==> src/rtl/binary_trie_longest_prefix_match_top_assert.svh <==
// Assertion macros for the binary trie longest prefix match block.
`ifndef BINARY_TRIE_LONGEST_PREFIX_MATCH_TOP_ASSERT_SVH
`define BINARY_TRIE_LONGEST_PREFIX_MATCH_TOP_ASSERT_SVH

// The consequent must hold in the same cycle as the antecedent.
`define BTLPM_ASSERT_NOW(lbl, ante, cons, msg) \
  lbl: assert property (@(posedge clk) disable iff (!rst_n) (ante) |-> (cons)) \
    else $error(msg);

// The consequent must hold in the cycle after the antecedent.
`define BTLPM_ASSERT_NEXT(lbl, ante, cons, msg) \
  lbl: assert property (@(posedge clk) disable iff (!rst_n) (ante) |=> (cons)) \
    else $error(msg);

`endif

==> src/rtl/btlpm_pkg.sv <==
// Package with shared constants and types of the binary trie prefix match block.
package btlpm_pkg;

  localparam int POOL_NODES_DEF = 1024;
  localparam int ADDR_BITS_DEF  = 32;

  localparam int ADDR_W     = 32;
  localparam int PLEN_W     = 6;
  localparam int LEN_W      = 6;
  localparam int IDX_W      = 10;
  localparam int IN_DATA_W  = 40;
  localparam int OUT_DATA_W = 24;

  localparam logic MODE_LOOKUP = 1'b0;
  localparam logic MODE_INSERT = 1'b1;

  typedef enum logic [0:0] {
    ST_IDLE,
    ST_WALK
  } state_t;

  typedef enum logic [1:0] {
    SRC_ROOT,
    SRC_MEM,
    SRC_FRESH
  } src_t;

  typedef struct packed {
    logic load;
    logic step;
  } ctrl_cmd_t;

  typedef struct packed {
    logic fin;
  } dp_status_t;

endpackage

==> src/rtl/btlpm_ctrl.sv <==
// Controller state machine that sequences the trie walk and the result handshake.
module btlpm_ctrl
  import btlpm_pkg::*;
(
  input  logic       clk,
  input  logic       rst_n,
  input  logic       in_tvalid,
  output logic       in_tready,
  output logic       out_tvalid,
  input  logic       out_tready,
  input  dp_status_t sts,
  output ctrl_cmd_t  cmd
);

  state_t state_r;
  state_t state_nxt;
  logic   out_valid_r;
  logic   out_valid_nxt;
  logic   out_free;

  assign out_free = !out_valid_r || out_tready;

  always_comb begin
    state_nxt = state_r;
    case (state_r)
      ST_IDLE: begin
        if (in_tvalid) begin
          state_nxt = ST_WALK;
        end
      end
      ST_WALK: begin
        if (sts.fin && out_free) begin
          state_nxt = ST_IDLE;
        end
      end
      default: begin
        state_nxt = ST_IDLE;
      end
    endcase
  end

  always_comb begin
    in_tready = 1'b0;
    cmd       = '0;
    case (state_r)
      ST_IDLE: begin
        in_tready = 1'b1;
        cmd.load  = in_tvalid;
      end
      ST_WALK: begin
        cmd.step = !sts.fin || out_free;
      end
      default: begin
        in_tready = 1'b0;
      end
    endcase
  end

  always_comb begin
    if (cmd.step && sts.fin) begin
      out_valid_nxt = 1'b1;
    end else if (out_tready) begin
      out_valid_nxt = 1'b0;
    end else begin
      out_valid_nxt = out_valid_r;
    end
  end

  always_ff @(posedge clk) begin
    if (!rst_n) begin
      state_r     <= ST_IDLE;
      out_valid_r <= 1'b0;
    end else begin
      state_r     <= state_nxt;
      out_valid_r <= out_valid_nxt;
    end
  end

  assign out_tvalid = out_valid_r;

endmodule

==> config.mk <==
export PLATFORM = sky130hd
export DESIGN_NAME = btlpm_ctrl
export DESIGN_NICKNAME = d
export VERILOG_FILES = /design/src/rtl/binary_trie_longest_prefix_match_top_assert.svh /design/src/rtl/btlpm_pkg.sv /design/src/rtl/btlpm_ctrl.sv
export SDC_FILE = /design/constraint.sdc
export NUM_CORES = 1
export LEC_CHECK = 0
export ABC_AREA = 1
export BUFFER_PORTS_ARGS = -buffer_cell sky130_fd_sc_hd__buf_4
export CAP_MARGIN = 10
export CORE_AREA = 4 4 41 43
export DETAILED_ROUTE_END_ITERATION = 10
export DIE_AREA = 0 0 45 47
export PLACE_DENSITY_LB_ADDON = 0.12
export RECOVER_POWER = 50
export REMOVE_ABC_BUFFERS = 1
export SYNTH_ARGS = -nofsm -noshare
export SYNTH_HDL_FRONTEND = slang
export SYNTH_SLANG_ARGS = --single-unit
==> constraint.sdc <==
create_clock -name clk -period 1.95 [get_ports clk]
set_input_delay 0 -clock clk [delete_from_list [all_inputs] [get_ports clk]]
set_output_delay 0 -clock clk [all_outputs]
set_load 0.005 [all_outputs]
==> results of run 1 <==
## where the power goes
group	switching, µW	total, µW	internal, µW
registers	3.22	47.2	43.9
logic	9.16	24.6	15.5
clock network	25.6	93.7	68.1
total	37.9	165	128
## cell usage after synthesis
master,n,area share
nand2_1,2,0.071
a21boi_2,1,0.11
nand3_1,1,0.047
nor2_1,2,0.071
a21oi_2,1,0.082
dfxtp_1,2,0.38
o21ai_0,1,0.047
inv_1,4,0.14
nand2_2,1,0.059
## sequential cells by signal (all words and copies together) (netlist names)
name and cells:
state_r 1, out_tvalid 1
## kinds of logic after synthesis
kind of cell / count (synthesis) / share of synthesized area
buffers and inverters: 4 / 0.141
flip-flops: 2 / 0.376
AO/OA/AOI/OAI: 3 / 0.235
AND/OR/NAND/NOR: 6 / 0.247
## final cells by class
class	instances	area, µm²
clock buffer	3	22.5
fill	164	1100
inverter	4	15.0
multi-input combinational	9	45.0
sequential	2	40.0
tap	15	18.8
timing repair buffer	8	60.1
## worst paths after layout
| path | endpoint | slack, ns |
|---|---|---|
| worst max register to register | state_r | 1.14 |
| worst min register to register | out_tvalid | 0.50 |
| worst min-delay path | out_tvalid | 0.02 |
| worst max-delay path | cmd[0] | 1.07 |
## worst max-delay path, stage by stage, from the launching register on
cell	delay, ns
dfxtp_1	0.36
nand3_1	0.09
nand2_1	0.06
inv_1	0.03
buf_4	0.12
## through the flow
| step | cells | total power, µW |
|---|---|---|
| final | 41 | 165 |
| after detailed placement | 38 | 74.5 |
| after global routing | 41 | 174 |
| after CTS | 41 | 172 |
| after floorplan | 15 | 56.9 |
| after global placement | 38 | 74.6 |
## cell usage in the layout, fill, tap and decap left out, drive strengths merged
cell,netlist,final
nand3,1,1
dfxtp,2,2
nand2,3,3
buf,0,7
o21ai,1,1
a21oi,1,1
nor2,2,2
a21boi,1,1
clkbuf,0,4
inv,4,4
## layer usage
| metal | part of all wire | vias up | track usage | routed length, µm |
|---|---|---|---|---|
| met5 | 0 | - | 0 | 0 |
| met4 | 0 | 0 | 0.0702 | 0 |
| met3 | 0.19 | 0 | 0.0230 | 63 |
| met2 | 0.34 | 10 | 0.0395 | 112 |
| met1 | 0.46 | 51 | 0.0385 | 151 |
| li1 | - | 67 | - | - |
==> results.yml, run 1 <==
placement:
  dpl.hpwl_um: 233
  pre_cts_slack_ns: 1.18
  portBuffers: 8
  gp_congestion: 0.543
  dpl_cell_area_um2: 185
timing:
  fin_crit_sh: 0.454
  worst_slack_ns: 1.07
  holdWs_ns: 0.0196
  final-setup-viol-count: 0
  finClkSkew_ns: 0.00492
  slew_headroom: 0.884
  min_period_ns: 0.885
  fin_setup_tns_ns: 0
  fmax_mhz: 1130
  grt_setup_unrepaired: "no"
  tightest_slew_ns: 0.174
  finalMaxSlewViolations: 0
  hold_violations: 0
hold_path:
  hold_depth: 2
  hold_class: "in2reg"
  min-delay-start: "rst_n"
clock_network:
  clock_path_buffers: 2
  cts_setup_buffers: 0
  htreeDepth: 1
  clock_latency_ns: 0.23
  cts-resized-gates: 0
  cts-root-buf: "clkbuf_4"
  tritoncts: "yes"
  clk_pin_slew_worst_paths_ns: 0.03
  cts.sinks: 2
  cts_buffers: 3
  cts_hold_buf: 0
layout:
  final_area_um2: 201
  syn2layout_area_growth_pct: 89.4
  drive_gt1_frac: 0.462
  antennaDiodeCount: 0
  postLayoutCoreUtil: 0.155
  final_nets: 33
floorplanning:
  die-area_mm2: 0.00212
  num_rows: 13
  dieWidth_um: 45
  core_area_mm2: 0.00130
  io_pins: 9
  floorplan.initialDensity: 0.0817
  die_h_um: 47
outcome:
  status: "completed"
worst_setup_path:
  end_kind: "primary output"
  rr_startpoint: "state_r"
  startpoint_type: "flop"
  crit_start: "out_tvalid"
  worst-path-max-fanout: 4
  worst-setup-path-type: "reg2out"
  crit_arrival_ns: 0.88
  critical_path_required_ns: 1.95
  r2r.worst_path.cells: 3
global_route:
  grtUsageTotal: 0.0386
  grt_max_degree: 6
  antenna_found_initial: 0
  grt_pass1_vias: 121
  gr-total-overflow: 0
  grt_pass1_wl_um: 483
yosys:
  ys_ff_latch: 2
  syn_inst: 15
  syn_avg_cell_area_um2: 7.09
  yosysSeqAreaShare: 0.376
  synth_cell_types: 9
  synth_area_um2: 106
  synth_warnings: 0
power_and_ir_drop:
  powerDensity_mw_per_mm2: 821
  p_leak_uw: 0.000105
  peakVddDrop_uv: 147
route:
  vias: 128
  drc: 0
  drt.antenna.violating_nets: 0
  drtPass1Iterations: 5
  wl_per_cell_um: 7.98
  routed_wl_um: 327
  drt_iter0_markers: 2
  via_per_inst: 3.12
job:
  max_cap_violations: 0
Note: power is estimated with default switching activity, not from simulation.
==> inputs of run 2 (changes only) <==
- clock period: 1.95 -> 0.8 ns (I/O delays scaled with it)
==> run 2 against run 1 <==
- the flow now finishes with violations (setup timing)
- final area is 15% higher
- setup slack worse by 1.1 ns
- first-iteration DRC count is 100% lower
- worst hold slack better by 0.0035 ns
- clock skew is 0.0043 ns lower
- sequential power is 150% higher
- count of clock-buffer cells in the layout stayed put
- register-to-register slack worse by 1.1 ns
- wire length is 11% higher
- combinational power grew to 3.0 times the previous value
- clock power is 140% higher
- sequential share of layout area is 0.42 points lower
- critical endpoint unchanged
- highest routed layer unchanged
==> results.yml, run 2 (synthesized netlist as in run 1, its figures left out) <==
outcome:
  violations: "setup timing"
  status: "finished with violations"
hold_path:
  hold_end: "out_tvalid"
  hold_class: "in2reg"
  hold_depth: 2
  min-delay-start: "rst_n"
floorplanning:
  floorplan.initialDensity: 0.0817
  die-area_mm2: 0.00212
  num_rows: 13
  dieWidth_um: 45
  die_h_um: 47
  io_pins: 9
  core_area_mm2: 0.00130
power_and_ir_drop:
  peakVddDrop_uv: 926
  powerDensity_mw_per_mm2: 1780
  p_leak_uw: 0.000114
timing:
  fmax_mhz: 1220
  fin_crit_sh: 1.02
  hold_violations: 0
  min_period_ns: 0.818
  fin_setup_tns_ns: -0.0203
  final-setup-viol-count: 2
  slew_headroom: 0.903
  worst_slack_ns: -0.0181
  finalMaxSlewViolations: 0
  finClkSkew_ns: 0.000660
  tightest_slew_ns: 0.144
  grt_setup_unrepaired: "yes"
global_route:
  grt_max_degree: 6
  grt_pass1_wl_um: 572
  antenna_found_initial: 0
  gr-total-overflow: 0
  grt_pass1_vias: 144
  grtUsageTotal: 0.0450
placement:
  post-place-cells: 38
  dpl_cell_area_um2: 185
  portBuffers: 8
  gp_congestion: 0.544
  dpl.hpwl_um: 249
route:
  drc: 0
  routed_wl_um: 362
  drt_iter0_markers: 0
  vias: 142
  drtPass1Iterations: 1
  via_per_inst: 3.38
  wl_per_cell_um: 8.62
  drt.antenna.violating_nets: 0
worst_setup_path:
  critical_path_buf_inv_count: 2
  critical_path_required_ns: 0.80
  crit_arrival_ns: 0.82
  worst-setup-path-type: "reg2out"
  worst-path-max-fanout: 2
  r2r_slack_ns: 0.06
  r2r.worst_path.cells: 3
  r2r_end: "state_r"
  crit_path_cell_trace: "nand3_2 > nand2_1 > inv_1 > buf_6"
  startpoint_type: "flop"
  end_kind: "primary output"
  path_delay_family: "flip-flops"
  cp_slowest_stage_delay_ns: 0.33
  rr_startpoint: "out_tvalid"
  cpMaxStageDelayCell: "dfxtp_2"
clock_network:
  cts-root-buf: "clkbuf_4"
  clock_path_buffers: 2
  clk_pin_slew_worst_paths_ns: 0.03
  cts.sinks: 2
  cts_buffers: 3
  htreeDepth: 1
  tritoncts: "yes"
  clock_latency_ns: 0.22
  cts_hold_buf: 0
layout:
  most-common-layout-cells: "buf_4 (8), inv_1 (4), clkbuf_4 (3)"
  syn2layout_area_growth_pct: 118
  final_area_um2: 231
  final_common_cell: "buf_4"
  final_nets: 34
  final_cells: 42
  drive_gt1_frac: 0.704
  antennaDiodeCount: 0
job:
  max_cap_violations: 0
[run 2: final cells by class]
cell class              count  area [µm²]
fillers                   162        1070
repair buffers              9        71.3
multi-input cells           9        58.8
flip-flops and latches      2        45.0
clock buffers               3        22.5
well taps                  15        18.8
inverters                   4        15.0
[run 2: metal layers]
layer | up-vias | GRT usage | share of wire
li1 | 70 | - | -
met3 | 0 | 0.0575 | 0.16
met1 | 62 | 0.0430 | 0.48
met2 | 10 | 0.0565 | 0.36
met4 | 0 | 0.0175 | 0
met5 | - | 0 | 0
[run 2: how the worst max path moves through the flow]
stage	start	end	slack, ns	cells past startpoint
after detailed placement	state_r	state_r	0.02	3
after global routing	out_tvalid	cmd[0]	-0.07	4
after floorplan	state_r	state_r	0.11	3
after CTS	out_tvalid	cmd[0]	-0.03	4
after global placement	state_r	state_r	0.02	3
final	out_tvalid	cmd[0]	-0.02	4
[run 2: power by group]
part | internal [µW] | leakage (µW) | switching (µW)
combinational | 45.6 | 0.0000822 | 28.7
clock | 165 | 0.0000138 | 56.6
sequential | 107 | 0.0000175 | 8.43
total | 318 | 0.000114 | 93.8
[run 2: through the flow]
step / power [µW] / util / setup WS (ns) / hold WS, ns
2_1_floorplan: 139 / - / 0.114 / 0.0669
3_3_place_gp: 182 / 0.142 / 0.0156 / 0.251
3_5_place_dp: 183 / 0.142 / 0.0164 / 0.254
4_1_cts: 428 / 0.174 / -0.0312 / 0.0177
5_1_grt: 452 / 0.178 / -0.0681 / 0.0164
6_report: 412 / 0.178 / -0.0181 / 0.0232
[run 2: timing repair]
action,4_1_cts,5_1_grt
pin swaps,1,1
setup buffers,1,0
resized for setup,4,2
endpoints found under the hold margin,0,0
setup endpoints to repair,3,4
gates cloned,0,0
[run 2: worst register-to-register path, delay by kind of cell (launching register included)]
kind                   cells  cell delay (ns)
buffers and inverters      1             0.14
DFF                        1             0.31
AOI/OAI and AO/OA          1             0.13
and+or+nand+nor            1             0.04
==> inputs of run 3 (changes only) <==
- SETUP_SLACK_MARGIN: default -> 0.5
- clock period: 0.8 -> 0.9 ns (I/O delays scaled with it)
==> run 3 against run 2 <==
- the flow now finishes without violations
- sequential share of layout area is 0.10 points lower
- clock power is 9.5% lower
- worst hold slack worse by 0.0032 ns
- core utilization is 0.096 points higher
- die area stayed put
- critical path depth stayed put
- largest power group unchanged
==> results.yml, run 3 (synthesized netlist as in run 1, its figures left out) <==
clock_network:
  clock_path_buffers: 2
  htreeDepth: 1
  tritoncts: "yes"
  cts-root-buf: "clkbuf_4"
  clk_pin_slew_worst_paths_ns: 0.03
  cts_buffers: 3
  cts_hold_buf: 0
  clock_latency_ns: 0.23
  cts.sinks: 2
timing:
  finalMaxSlewViolations: 0
  fin_crit_sh: 0.904
  holdWs_ns: 0.0199
  tightest_slew_ns: 0.134
  min_period_ns: 0.813
  fin_setup_tns_ns: 0
  grt_setup_unrepaired: "yes"
  slew_headroom: 0.910
  final-setup-viol-count: 0
  fmax_mhz: 1230
  hold_violations: 0
  worst_slack_ns: 0.0867
  finClkSkew_ns: 0.00356
worst_setup_path:
  rr_startpoint: "out_tvalid"
  cpMaxStageDelayCell: "dfxtp_2"
  startpoint_type: "flop"
  worst-setup-path-type: "reg2out"
  crit_arrival_ns: 0.81
  cp_slowest_stage_delay_ns: 0.32
  crit_path_cell_trace: "nand3_2 > nand2_1 > inv_1 > buf_6"
  r2r_end: "state_r"
  r2r.worst_path.cells: 3
  critical_path_required_ns: 0.90
  end_kind: "primary output"
  worst-path-max-fanout: 2
  r2r_slack_ns: 0.17
outcome:
  status: "completed"
placement:
  dpl.hpwl_um: 234
  pre_cts_slack_ns: 0.138
  portBuffers: 8
  gp_congestion: 0.542
global_route:
  grt_pass1_vias: 165
  antenna_found_initial: 0
  gr-total-overflow: 0
  grt_max_degree: 6
  grt_pass1_wl_um: 586
  grtUsageTotal: 0.0449
layout:
  antennaDiodeCount: 0
  syn2layout_area_growth_pct: 119
  final_common_cell: "buf_4"
  drive_gt1_frac: 0.704
  most-common-layout-cells: "buf_4 (7), inv_1 (3), clkbuf_4 (3)"
  final_nets: 34
job:
  max_cap_violations: 0
power_and_ir_drop:
  power_uw: 371
  powerDensity_mw_per_mm2: 1590
  swShare: 0.232
  power.switching_uw: 86.1
  combinationalPowerShare: 0.182
  clkPwrFrac: 0.541
  p_seq_frac: 0.277
  intPower_uw: 285
  p_leak_uw: 0.000114
  peakVddDrop_uv: 322
hold_path:
  hold_depth: 2
  min-delay-start: "rst_n"
  hold_class: "in2reg"
  hold_end: "out_tvalid"
floorplanning:
  num_rows: 13
  dieWidth_um: 45
  io_pins: 9
  floorplan.initialDensity: 0.0817
  die_h_um: 47
  core_area_mm2: 0.00130
  die-area_mm2: 0.00212
route:
  routed_wl_um: 351
  wl_per_cell_um: 8.36
  via_per_inst: 3.31
  drt.antenna.violating_nets: 0
  drt_iter0_markers: 2
  vias: 139
  drc: 0
  drtPass1Iterations: 4
run 3: worst max path at each step:
| stage | slack (ns) | endpoint | startpoint |
|---|---|---|---|
| final | 0.09 | cmd[0] | out_tvalid |
| after global routing | 0.04 | cmd[0] | out_tvalid |
| after CTS | 0.07 | cmd[0] | out_tvalid |
| after detailed placement | 0.14 | state_r | state_r |
| after global placement | 0.12 | state_r | state_r |
| after floorplan | 0.21 | state_r | state_r |
run 3: layer usage:
metal / vias to the layer above / routed length (µm) / track usage
li1: 70 / - / -
met1: 61 / 167 / 0.0406
met2: 8 / 132 / 0.0593
met3: 0 / 51 / 0.0230
met4: 0 / 0 / 0.0702
met5: - / 0 / 0
run 3: layout make-up:
cell class,instances,area [µm²]
Inverter,4,15.0
Multi-Input combinational cell,9,56.3
Tap cell,15,18.8
Clock buffer,3,22.5
Fill cell,152,1070
Sequential cell,2,45.0
Timing Repair Buffer,9,75.1
run 3: through the flow:
stage          utilization  cell area, µm²  cells
2_1_floorplan            -             106     15
3_3_place_gp         0.142             185     38
3_5_place_dp         0.142             185     38
4_1_cts              0.179             233     42
5_1_grt              0.179             233     42
6_report             0.179             233     42
run 3: worst max-delay path, delay by kind of cell, from the launching register on:
family        cells  cell delay (ns)
simple gates      2             0.12
flops             1             0.32
buf+inv           2             0.14
run 3: timing repair:
item,4_1_cts,5_1_grt
endpoints found under the hold margin,0,0
buffers inserted,1,0
resized for setup,7,0
endpoints found under the setup margin,6,6
pin swaps,2,0
cloned,0,0
run 3: power by group through the flow:
stage | logic [µW] | registers (µW) | clock network, µW
4_1_cts | 68.9 | 103 | 211
5_1_grt | 75.7 | 105 | 214
6_report | 67.6 | 103 | 201
2_1_floorplan | 20.7 | 103 | 0
3_3_place_gp | 57.0 | 105 | 0
3_5_place_dp | 57.0 | 104 | 0
